==> src/sv/flsa_pkg.sv <==
// Package for the free-list slot allocator: payload structs, request and
// status codes, controller states and the controller/datapath interface.
// Depends on nothing.
package flsa_pkg;

	localparam int NUM_SLOTS_DEF = 64;
	localparam int SLOT_W        = 6;
	localparam int CNT_W         = 7;
	localparam int SLOT_FIELD_MAX = 64;

	localparam logic [CNT_W-1:0] CAP_RESET = 7'd64;

	localparam logic [1:0] REQ_ACQUIRE = 2'd0;
	localparam logic [1:0] REQ_RELEASE = 2'd1;
	localparam logic [1:0] REQ_RESET   = 2'd2;

	localparam logic [1:0] STS_OK      = 2'd0;
	localparam logic [1:0] STS_EMPTY   = 2'd1;
	localparam logic [1:0] STS_REFUSED = 2'd2;

	typedef struct packed {
		logic [1:0]        req_type;
		logic [SLOT_W-1:0] slot_index;
	} req_t;

	typedef struct packed {
		logic [SLOT_W-1:0] granted_slot;
		logic [1:0]        status;
		logic [CNT_W-1:0]  free_count;
		logic [CNT_W-1:0]  used_count;
	} rsp_t;

	typedef enum logic [1:0] {
		FSM_INIT,
		FSM_IDLE,
		FSM_EXEC,
		FSM_RELINK
	} fsm_state_t;

	typedef struct packed {
		logic accept;
		logic exec;
		logic relink;
		logic report;
	} ctrl_cmd_t;

	typedef struct packed {
		logic req_reset;
		logic relink_last;
	} dp_status_t;

endpackage

==> src/sv/flsa_ctrl.sv <==
// Controller state machine of the free-list slot allocator.
// Sequences request execution and the relink pass; uses flsa_pkg.
module flsa_ctrl
	import flsa_pkg::*;
(
	input  logic       clk,
	input  logic       arst_n,
	input  logic       start,
	input  dp_status_t sts,
	output ctrl_cmd_t  cmd,
	output logic       busy
);

	fsm_state_t state_q;
	fsm_state_t state_d;

	always_ff @(posedge clk or negedge arst_n) begin
		if (!arst_n) begin
			state_q <= FSM_INIT;
		end else begin
			state_q <= state_d;
		end
	end

	always_comb begin
		state_d = state_q;
		case (state_q)
			FSM_INIT: begin
				if (sts.relink_last) state_d = FSM_IDLE;
			end
			FSM_IDLE: begin
				if (start) state_d = FSM_EXEC;
			end
			FSM_EXEC: begin
				state_d = sts.req_reset ? FSM_RELINK : FSM_IDLE;
			end
			FSM_RELINK: begin
				if (sts.relink_last) state_d = FSM_IDLE;
			end
			default: begin
				state_d = FSM_IDLE;
			end
		endcase
	end

	always_comb begin
		cmd    = '0;
		busy   = 1'b1;
		case (state_q)
			FSM_INIT: begin
				cmd.relink = 1'b1;
			end
			FSM_IDLE: begin
				busy       = 1'b0;
				cmd.accept = start;
			end
			FSM_EXEC: begin
				cmd.exec = 1'b1;
			end
			FSM_RELINK: begin
				cmd.relink = 1'b1;
				cmd.report = 1'b1;
			end
			default: begin
				busy = 1'b1;
			end
		endcase
	end

endmodule

==> src/sv/flsa_dp.sv <==
// Datapath of the free-list slot allocator: link memory, list head, counts,
// capacity register, relink counter and result register; uses flsa_pkg.
module flsa_dp
	import flsa_pkg::*;
#(
	parameter int NUM_SLOTS = NUM_SLOTS_DEF
) (
	input  logic             clk,
	input  logic             arst_n,
	input  ctrl_cmd_t        cmd,
	input  req_t             req,
	input  logic             cfg_we,
	input  logic [CNT_W-1:0] cfg_wdata,
	output dp_status_t       sts,
	output logic             done,
	output rsp_t             rsp
);

	localparam int AW      = $clog2(NUM_SLOTS);
	localparam int LW      = $clog2(NUM_SLOTS + 1);
	localparam int CW      = (LW > CNT_W) ? LW : CNT_W;
	localparam int CAP_LIM = (NUM_SLOTS > SLOT_FIELD_MAX) ? SLOT_FIELD_MAX : NUM_SLOTS;

	localparam logic [CNT_W-1:0] CAP_LIM_V = CNT_W'(CAP_LIM);
	localparam logic [LW-1:0]    NULL_LINK = LW'(NUM_SLOTS);

	logic [LW-1:0] link_mem [NUM_SLOTS];

	logic [CNT_W-1:0]  cap_reg_q;
	logic [CNT_W-1:0]  cap;
	req_t              req_q;
	logic [LW-1:0]     head_q;
	logic [LW-1:0]     rd_q;
	logic [CNT_W-1:0]  free_q;
	logic [CNT_W-1:0]  used_q;
	logic [SLOT_W-1:0] cnt_q;
	logic              done_q;
	rsp_t              rsp_q;

	logic              acq_ok;
	logic              rel_ok;
	logic              relink_last;
	logic [CNT_W-1:0]  cnt_next;
	logic              mem_we;
	logic [AW-1:0]     mem_waddr;
	logic [LW-1:0]     mem_wdata;
	logic              load_state;
	logic [LW-1:0]     head_d;
	logic [CNT_W-1:0]  free_d;
	logic [CNT_W-1:0]  used_d;
	logic              emit;
	rsp_t              rsp_d;

	always_comb begin
		if (cap_reg_q == '0) begin
			cap = CNT_W'(1);
		end else if (cap_reg_q > CAP_LIM_V) begin
			cap = CAP_LIM_V;
		end else begin
			cap = cap_reg_q;
		end
	end

	assign cnt_next    = {1'b0, cnt_q} + CNT_W'(1);
	assign relink_last = cnt_next == cap;
	assign acq_ok      = (free_q != '0) && (CW'(head_q) < CW'(cap));
	assign rel_ok      = (used_q != '0) && ({1'b0, req_q.slot_index} < cap);

	assign sts.req_reset   = req_q.req_type == REQ_RESET;
	assign sts.relink_last = relink_last;

	always_comb begin
		mem_we    = 1'b0;
		mem_waddr = AW'(req_q.slot_index);
		mem_wdata = head_q;
		if (cmd.relink) begin
			mem_we    = 1'b1;
			mem_waddr = AW'(cnt_q);
			mem_wdata = relink_last ? NULL_LINK : LW'(cnt_next);
		end else if (cmd.exec && req_q.req_type == REQ_RELEASE && rel_ok) begin
			mem_we = 1'b1;
		end
	end

	always_comb begin
		load_state = 1'b0;
		head_d     = head_q;
		free_d     = free_q;
		used_d     = used_q;
		emit       = 1'b0;
		rsp_d      = '0;
		rsp_d.status = STS_OK;
		if (cmd.relink) begin
			if (relink_last) begin
				load_state = 1'b1;
				head_d     = '0;
				free_d     = cap;
				used_d     = '0;
				emit       = cmd.report;
			end
		end else if (cmd.exec) begin
			emit = req_q.req_type != REQ_RESET;
			case (req_q.req_type)
				REQ_ACQUIRE: begin
					if (acq_ok) begin
						load_state         = 1'b1;
						head_d             = rd_q;
						free_d             = free_q - CNT_W'(1);
						used_d             = used_q + CNT_W'(1);
						rsp_d.granted_slot = SLOT_W'(head_q);
					end else begin
						rsp_d.status = STS_EMPTY;
					end
				end
				REQ_RELEASE: begin
					if (rel_ok) begin
						load_state = 1'b1;
						head_d     = LW'(req_q.slot_index);
						free_d     = free_q + CNT_W'(1);
						used_d     = used_q - CNT_W'(1);
					end else begin
						rsp_d.status = STS_REFUSED;
					end
				end
				default: begin
					rsp_d.status = STS_OK;
				end
			endcase
		end
		rsp_d.free_count = free_d;
		rsp_d.used_count = used_d;
	end

	always_ff @(posedge clk or negedge arst_n) begin
		if (!arst_n) begin
			cap_reg_q <= CAP_RESET;
			head_q    <= '0;
			free_q    <= '0;
			used_q    <= '0;
			cnt_q     <= '0;
			done_q    <= 1'b0;
		end else begin
			if (cfg_we) cap_reg_q <= cfg_wdata;
			if (load_state) begin
				head_q <= head_d;
				free_q <= free_d;
				used_q <= used_d;
			end
			if (cmd.relink) cnt_q <= relink_last ? '0 : SLOT_W'(cnt_next);
			done_q <= emit;
		end
	end

	always_ff @(posedge clk) begin
		if (cmd.accept) req_q <= req;
		if (emit) rsp_q <= rsp_d;
	end

	always_ff @(posedge clk) begin
		if (mem_we) link_mem[mem_waddr] <= mem_wdata;
		rd_q <= link_mem[AW'(head_q)];
	end

	assign done = done_q;
	assign rsp  = rsp_q;

endmodule

==> src/sv/free_list_slot_allocator.sv <==
// Top level of the LIFO free-list slot allocator.
// Instantiates flsa_ctrl and flsa_dp; uses flsa_pkg.
//
// Channel   Signals                Beat taken at
// request   start, req, busy       rising edge with start high and busy low
// result    done, rsp              rising edge ending the cycle done is high
// config    cfg_we, cfg_wdata      rising edge with cfg_we high
//
// An acquire or release executes in the cycle after its accepting edge and its
// result beat is on the ports in the cycle after that, with busy already low;
// no new request is taken during EXEC, which the registered link read requires.
// A pool reset keeps busy high through its EXEC and RELINK states while
// the link memory is rewritten one entry a cycle; its result follows.
// After reset the same relink pass runs with no result beat; the receiver cannot stall.
module free_list_slot_allocator
	import flsa_pkg::*;
#(
	parameter int NUM_SLOTS = NUM_SLOTS_DEF
) (
	input  logic             clk,
	input  logic             arst_n,
	input  logic             start,
	input  req_t             req,
	output logic             busy,
	output logic             done,
	output rsp_t             rsp,
	input  logic             cfg_we,
	input  logic [CNT_W-1:0] cfg_wdata
);

	ctrl_cmd_t  cmd;
	dp_status_t sts;

	flsa_ctrl u_ctrl (
		.clk    (clk),
		.arst_n (arst_n),
		.start  (start),
		.sts    (sts),
		.cmd    (cmd),
		.busy   (busy)
	);

	flsa_dp #(
		.NUM_SLOTS (NUM_SLOTS)
	) u_dp (
		.clk       (clk),
		.arst_n    (arst_n),
		.cmd       (cmd),
		.req       (req),
		.cfg_we    (cfg_we),
		.cfg_wdata (cfg_wdata),
		.sts       (sts),
		.done      (done),
		.rsp       (rsp)
	);

endmodule

==> config.mk <==
export PLATFORM = sky130hd
export DESIGN_NAME = free_list_slot_allocator
export DESIGN_NICKNAME = d
export VERILOG_FILES = /design/src/sv/flsa_pkg.sv /design/src/sv/flsa_ctrl.sv /design/src/sv/flsa_dp.sv /design/src/sv/free_list_slot_allocator.sv
export SDC_FILE = /design/constraint.sdc
export NUM_CORES = 1
export LEC_CHECK = 0
export BUFFER_PORTS_ARGS = -buffer_cell sky130_fd_sc_hd__buf_4
export CORE_ASPECT_RATIO = 0.75
export CORE_MARGIN = 2
export CORE_UTILIZATION = 31
export DETAILED_ROUTE_END_ITERATION = 12
export PLACE_DENSITY_LB_ADDON = 0.25
export RECOVER_POWER = 25
export SLEW_MARGIN = 15
export SYNTH_ARGS = -nofsm -noshare
export SYNTH_HDL_FRONTEND = slang
export SYNTH_SLANG_ARGS = --single-unit
==> constraint.sdc <==
create_clock -name clk -period 6.3 [get_ports clk]
set_input_delay 1.26 -clock clk [delete_from_list [all_inputs] [get_ports clk]]
set_output_delay 1.26 -clock clk [all_outputs]
set_load 0.01 [all_outputs]
==> results of run 1 <==
-- worst min-delay path by stage --
stage,start,end,slack [ns],cells after the start
floorplan,u_dp.cap_reg_q[5],u_dp.cap_reg_q[5],0.50,1
finish,u_dp.cap_reg_q[5],u_dp.cap_reg_q[5],0.55,1
global route,u_dp.cap_reg_q[5],u_dp.cap_reg_q[5],0.57,1
CTS,u_dp.cap_reg_q[5],u_dp.cap_reg_q[5],0.55,1
detailed placement,u_dp.cap_reg_q[5],u_dp.cap_reg_q[5],0.54,1
global placement,u_dp.cap_reg_q[5],u_dp.cap_reg_q[5],0.52,1
-- layer usage --
metal | part of all wire | GRT usage
met4 | 0.017 | 0.0384
met1 | 0.48 | 0.246
met5 | 0.00023 | 0
met3 | 0.075 | 0.0387
met2 | 0.43 | 0.221
-- kinds of logic (layout without fill, tap and decap cells) --
logic type / count (synthesis) / count (layout) / synth area share
buf+inv: 70 / 179 / 0.0148
flops: 522 / 522 / 0.711
xor+xnor: 9 / 9 / 0.00462
mux: 177 / 177 / 0.169
fa+ha+maj: 22 / 22 / 0.0127
compound gates: 100 / 100 / 0.0357
simple gates: 236 / 236 / 0.0522
-- flip-flops by register name, indices dropped and copies added (netlist names) --
signal / flops
u_dp.link_mem: 448
u_dp.rsp: 22
u_dp.req_q: 8
u_dp.cap_reg_q: 7
u_dp.free_q: 7
u_dp.head_q: 7
u_dp.rd_q: 7
u_dp.used_q: 7
u_dp.cnt_q: 6
u_ctrl.state_q: 2
u_dp.done: 1
-- power breakdown --
group          leakage (nW)  internal [mW]  switching [mW]
Clock                 0.867           1.83            1.34
Sequential             4.89           5.17           0.388
Combinational          2.01           1.45            3.10
Total                  7.77           8.45            4.82
-- synthesized netlist by cell type, types with 8 or more instances --
| master | count | share of area |
|---|---|---|
| edfxtp_1 | 478 | 0.66 |
| dfrtp_1 | 36 | 0.042 |
| mux2_2 | 10 | 0.0052 |
| clkbuf_1 | 28 | 0.0048 |
| nand3_1 | 22 | 0.0051 |
| inv_1 | 15 | 0.0026 |
| nor2b_1 | 9 | 0.0026 |
| nor2_1 | 90 | 0.016 |
| mux4_2 | 147 | 0.15 |
| o21ai_0 | 16 | 0.0037 |
| ha_1 | 22 | 0.013 |
| and2_1 | 11 | 0.0032 |
| a21oi_1 | 13 | 0.0030 |
| buf_2 | 13 | 0.0030 |
| and3_1 | 8 | 0.0023 |
| nor3_1 | 15 | 0.0035 |
| nand2_1 | 47 | 0.0081 |
| mux2i_1 | 12 | 0.0055 |
-- layout make-up --
type	instances	area, sq um
Fill cell	6373	44100
Inverter	17	63.8
Clock buffer	67	1440
Sequential cell	522	15400
Clock inverter	35	318
Tap cell	935	1170
Multi-Input combinational cell	544	6000
Timing Repair Buffer	60	347
-- stage by stage --
stage | area, sq um | util | setup WS, ns
final | 24800 | 0.360 | 1.38
after global routing | 24800 | 0.360 | 0.907
after CTS | 24900 | 0.362 | 2.04
after detailed placement | 23200 | 0.337 | 2.03
after global placement | 23200 | 0.337 | 2.23
after floorplan | 21700 | - | 1.06
-- critical path, delay by kind of cell, from the launching register on --
kind | cells | cell delay, ns
AOI/OAI and AO/OA | 4 | 2.42
and+or+nand+nor | 1 | 0.15
DFF | 1 | 2.07
==> results.sh, run 1 <==
export IMPL_dp_cells=2078
export IMPL_hp_class="reg2reg"
export IMPL_cts_sinks=522
export IMPL_rows=83
export IMPL_layout_drive_gt1_share=0.239
export IMPL_r2r_slack_ns=1.38
export IMPL_ys_flop_type="edfxtp_1"
export IMPL_postCtsSetupBuffers=0
export IMPL_routabilityCongestion=0.879
export IMPL_timing_rr_start="u_dp.head_q[0]"
export IMPL_finalClockSkew_ns=0.0126
export IMPL_worst_pin_slew_ns=2.57
export IMPL_synthCells=1136
export IMPL_status="finished with violations"
export IMPL_endpoint="u_dp.rsp[7]"
export IMPL_slowest_stage="dfrtp_1"
export IMPL_worstSetupStartpoint="u_dp.head_q[0]"
export IMPL_yosysWarnings=0
export IMPL_portBuffers=42
export IMPL_reg2regPathDepth=5
export IMPL_fp_dieW_um=309
export IMPL_viasPerCell=5.19
export IMPL_relSlewSlack=-0.711
export IMPL_cap_violations=6
export IMPL_max_stage_delay_ns=2.07
export IMPL_antennaDiodeCount=0
export IMPL_path_cells="o31a_1 -> nor2_1 -> o21ai_0 -> o32ai_1 -> a21o_1"
export IMPL_yosysSeqAreaShare=0.711
export IMPL_post_route_min_period_ns=4.92
export IMPL_cp_max_fo=39
export IMPL_vias=11316
export IMPL_ir_drop_mv=0.512
export IMPL_powerDensity_nw_per_um2=536
export IMPL_grt_max_degree=79
export IMPL_worstSkewPairLatency_ns=0.60
export IMPL_clock_fmax_ghz=0.203
export IMPL_setup_viol=0
export IMPL_ant_nets=0
export IMPL_r2r_end="u_dp.rsp[7]"
export IMPL_synth_async_sr_flop_share=0.0709
export IMPL_worst_hold_slack_ns=0.553
export IMPL_fin_nets=1240
export IMPL_area_growth_pct=14.2
export IMPL_setup_worst_path_class="reg2reg"
export IMPL_violations="max-capacitance violations, max-slew violations"
export IMPL_drc=0
export IMPL_syn_cell_area_sq_um=21700
export IMPL_drt_wl_total_mm=56.7
export IMPL_synth_edf_count=478
export IMPL_cts_path_max_buffers=3
export IMPL_firstDrtPassIters=5
export IMPL_htree_num_levels=2
export IMPL_clk_pin_slew_worst_paths_ns=0.06
export IMPL_ioPinCount=43
export IMPL_groute_usage_overall=0.159
export IMPL_dp_hpwl_mm=36.0
export IMPL_rsz0062_at_grt="false"
export IMPL_cp_data_required_time_ns=6.65
export IMPL_numCtsBuffers=54
export IMPL_cts_hold_buf=0
export IMPL_drt_iter0_drc=1012
export IMPL_cts_resized=0
export IMPL_min_period_over_period=0.781
export IMPL_wl_per_cell_um=26.0
export IMPL_maxSlewViolCount=293
export IMPL_grt_pass1_vias=11227
export IMPL_die_y_um=233
export IMPL_endpoint_kind="register"
export IMPL_p_leak_nw=7.77
export IMPL_hold_viol=0
export IMPL_antenna_found_initial=1
export IMPL_start_util=0.315
export IMPL_cts_tree="yes"
export IMPL_syn_avg_cell_area_sq_um=19.1
export IMPL_syn_nets=1177
export IMPL_cp_arrival_ns=5.27
export IMPL_cts_root_buf="clkbuf_16"
export IMPL_critPathLaunchType="register"
export IMPL_core_sq_um=68900
export IMPL_die_area_sq_um=72100
export IMPL_finalPower_mw=13.3
export IMPL_stdcell_count=2180
export IMPL_fin_setup_tns_ns=0
export IMPL_mostFrequentLayoutCell="edfxtp_1"
export IMPL_synth_cell_types=77
export IMPL_grt_pass1_wl_mm=82.2
export IMPL_final_cell_mix="edfxtp_1, mux4_2, nor2_1"
export IMPL_grt_overflow=0
export IMPL_synth_seq_cells=522
Power figures use the tool's default switching activity.
==> inputs of run 2 (changes only) <==
clock period = 4.7 ns   (was 6.3 ns; I/O delays follow)
==> run 2 against run 1 <==
Compared with the run above: routed wire length up 0.58%; largest power group unchanged; global-route usage up 0.14 points; final cell count up 0.78%; die area unchanged; sequential power up 32%; clock skew up 0.0022 ns; utilization up 0.26 points; maximum frequency up 12%; the run still ends with max-capacitance violations, max-slew violations left.
==> results.sh, run 2 (synthesis gave the netlist of run 1 again) <==
export IMPL_portBuffers=42
export IMPL_grt_max_degree=65
export IMPL_ant_nets=0
export IMPL_regArea_sq_um=15400
export IMPL_worst_hold_slack_ns=0.535
export IMPL_clock_fmax_ghz=0.228
export IMPL_finalClockSkew_ns=0.0148
export IMPL_min_period_over_period=0.932
export IMPL_drc=0
export IMPL_dpl_cell_area_sq_um=23400
export IMPL_routabilityCongestion=0.862
export IMPL_viasPerCell=5.20
export IMPL_max_stage_delay_ns=0.90
export IMPL_drt_iter0_drc=1219
export IMPL_numCtsBuffers=52
export IMPL_relSlewSlack=-0.594
export IMPL_grt_pass1_wl_mm=83.1
export IMPL_cts_sinks=522
export IMPL_vias=11434
export IMPL_firstDrtPassIters=5
export IMPL_grt_pass1_vias=11428
export IMPL_finalPower_mw=17.8
export IMPL_maxSlewViolCount=168
export IMPL_fin_setup_tns_ns=0
export IMPL_die_area_sq_um=72100
export IMPL_hold_viol=0
export IMPL_top_register="u_dp.link_mem"
export IMPL_final_cell_mix="edfxtp_1, mux4_2, nor2_1"
export IMPL_design_area_sq_um=25000
export IMPL_clk_pin_slew_worst_paths_ns=0.06
export IMPL_cts_resized=0
export IMPL_cap_violations=3
export IMPL_fin_ws_ns=0.321
export IMPL_cp_arrival_ns=4.36
export IMPL_cts_tree="yes"
export IMPL_hp_class="reg2reg"
export IMPL_antennaDiodeCount=0
export IMPL_cp_max_fo=64
export IMPL_antenna_found_initial=3
export IMPL_slowest_stage="clkbuf_2"
export IMPL_p_leak_nw=7.85
export IMPL_area_growth_pct=15.1
export IMPL_die_y_um=233
export IMPL_setup_worst_path_class="reg2reg"
export IMPL_start_util=0.315
export IMPL_drt_wl_total_mm=57.0
export IMPL_postCtsSetupBuffers=0
export IMPL_fin_nets=1261
export IMPL_groute_usage_overall=0.160
export IMPL_dp_slack_ns=0.374
export IMPL_wl_per_cell_um=25.9
export IMPL_fill_cells=6352
export IMPL_powerDensity_nw_per_um2=714
export IMPL_cp_data_required_time_ns=4.68
export IMPL_htree_num_levels=2
export IMPL_ioPinCount=43
export IMPL_cts_path_max_buffers=3
export IMPL_cts_root_buf="clkbuf_16"
export IMPL_fp_dieW_um=309
export IMPL_grt_overflow=0
export IMPL_worstSkewPairLatency_ns=0.59
export IMPL_endpoint_kind="register"
export IMPL_violations="max-capacitance violations, max-slew violations"
export IMPL_worst_pin_slew_ns=2.39
export IMPL_layout_drive_gt1_share=0.250
export IMPL_cts_hold_buf=0
export IMPL_setup_viol=0
export IMPL_core_sq_um=68900
export IMPL_mostFrequentLayoutCell="edfxtp_1"
export IMPL_status="finished with violations"
export IMPL_multi_input_area_sq_um=6030
export IMPL_path_cells="ha_1 -> xnor2_1 -> xor2_1 -> a221oi_1 -> o211ai_1 -> nor2_1 -> clkbuf_1 -> o22ai_4 -> clkbuf_2"
export IMPL_ir_drop_mv=0.625
export IMPL_rows=83
export IMPL_largest_reg_flops=448
export IMPL_post_route_min_period_ns=4.38
export IMPL_rsz0062_at_grt="false"
export IMPL_critPathLaunchType="register"
export IMPL_dp_hpwl_mm=36.1
[run 2: changes by cell type in the layout (fill, tap and decap cells not counted), moves of 2 or more]
cell and change:
buf_12 +3, inv_6 -2, clkbuf_8 -2, clkinv_1 +4, buf_4 +18, clkinv_4 +2
clkinvlp_4 +2, clkinv_2 -6
[run 2: final cells by class]
| class | count | area share |
|---|---|---|
| multi-input combinational | 544 | 0.242 |
| clock inverter | 35 | 0.0133 |
| clock buffer | 61 | 0.0552 |
| timing repair buffer | 83 | 0.0221 |
| inverter | 17 | 0.00256 |
| sequential | 522 | 0.618 |
| tap | 935 | 0.0469 |
[run 2: metal layers]
layer	up-vias	track usage	share of wire	wire (um)
met2	428	0.217	0.41	23500
met5	-	0	0.00081	46
met4	2	0.0396	0.021	1210
met3	77	0.0455	0.083	4720
li1	4836	-	-	-
met1	6091	0.249	0.48	27500
[run 2: path summary, 6_finish.rpt]
kind	startpoint	end	slack (ns)	depth (start not counted)
max	u_dp.cnt_q[0]	u_dp.link_mem[57][4]	0.32	9
min	u_dp.cap_reg_q[5]	u_dp.cap_reg_q[5]	0.54	1
max reg2reg	u_dp.cnt_q[0]	u_dp.link_mem[57][4]	0.32	9
min reg2reg	u_dp.cap_reg_q[5]	u_dp.cap_reg_q[5]	0.54	1
max in group asynchronous	arst_n	u_dp.head_q[1]	1.93	1
min in group asynchronous	arst_n	u_dp.used_q[6]	1.08	1
[run 2: through the flow]
step | instances | util
final | 2197 | 0.362
after global routing | 2197 | 0.362
after detailed placement | 2101 | 0.340
after global placement | 2101 | 0.340
after CTS | 2197 | 0.365
after floorplan | 1136 | -
[run 2: report_power, final]
group | leakage, nW | internal (mW) | switching (mW)
sequential | 4.89 | 6.92 | 0.445
clock | 0.827 | 2.42 | 1.76
combinational | 2.14 | 2.05 | 4.23
total | 7.85 | 11.4 | 6.44
[run 2: worst max-delay path: cells and delay by family (launching register included)]
kind            cells  cell delay, ns
compound gates      3            0.60
xor+xnor            2            0.55
fa+ha+maj           1            0.32
buf+inv             2            1.54
flops               1            0.50
simple gates        1            0.21
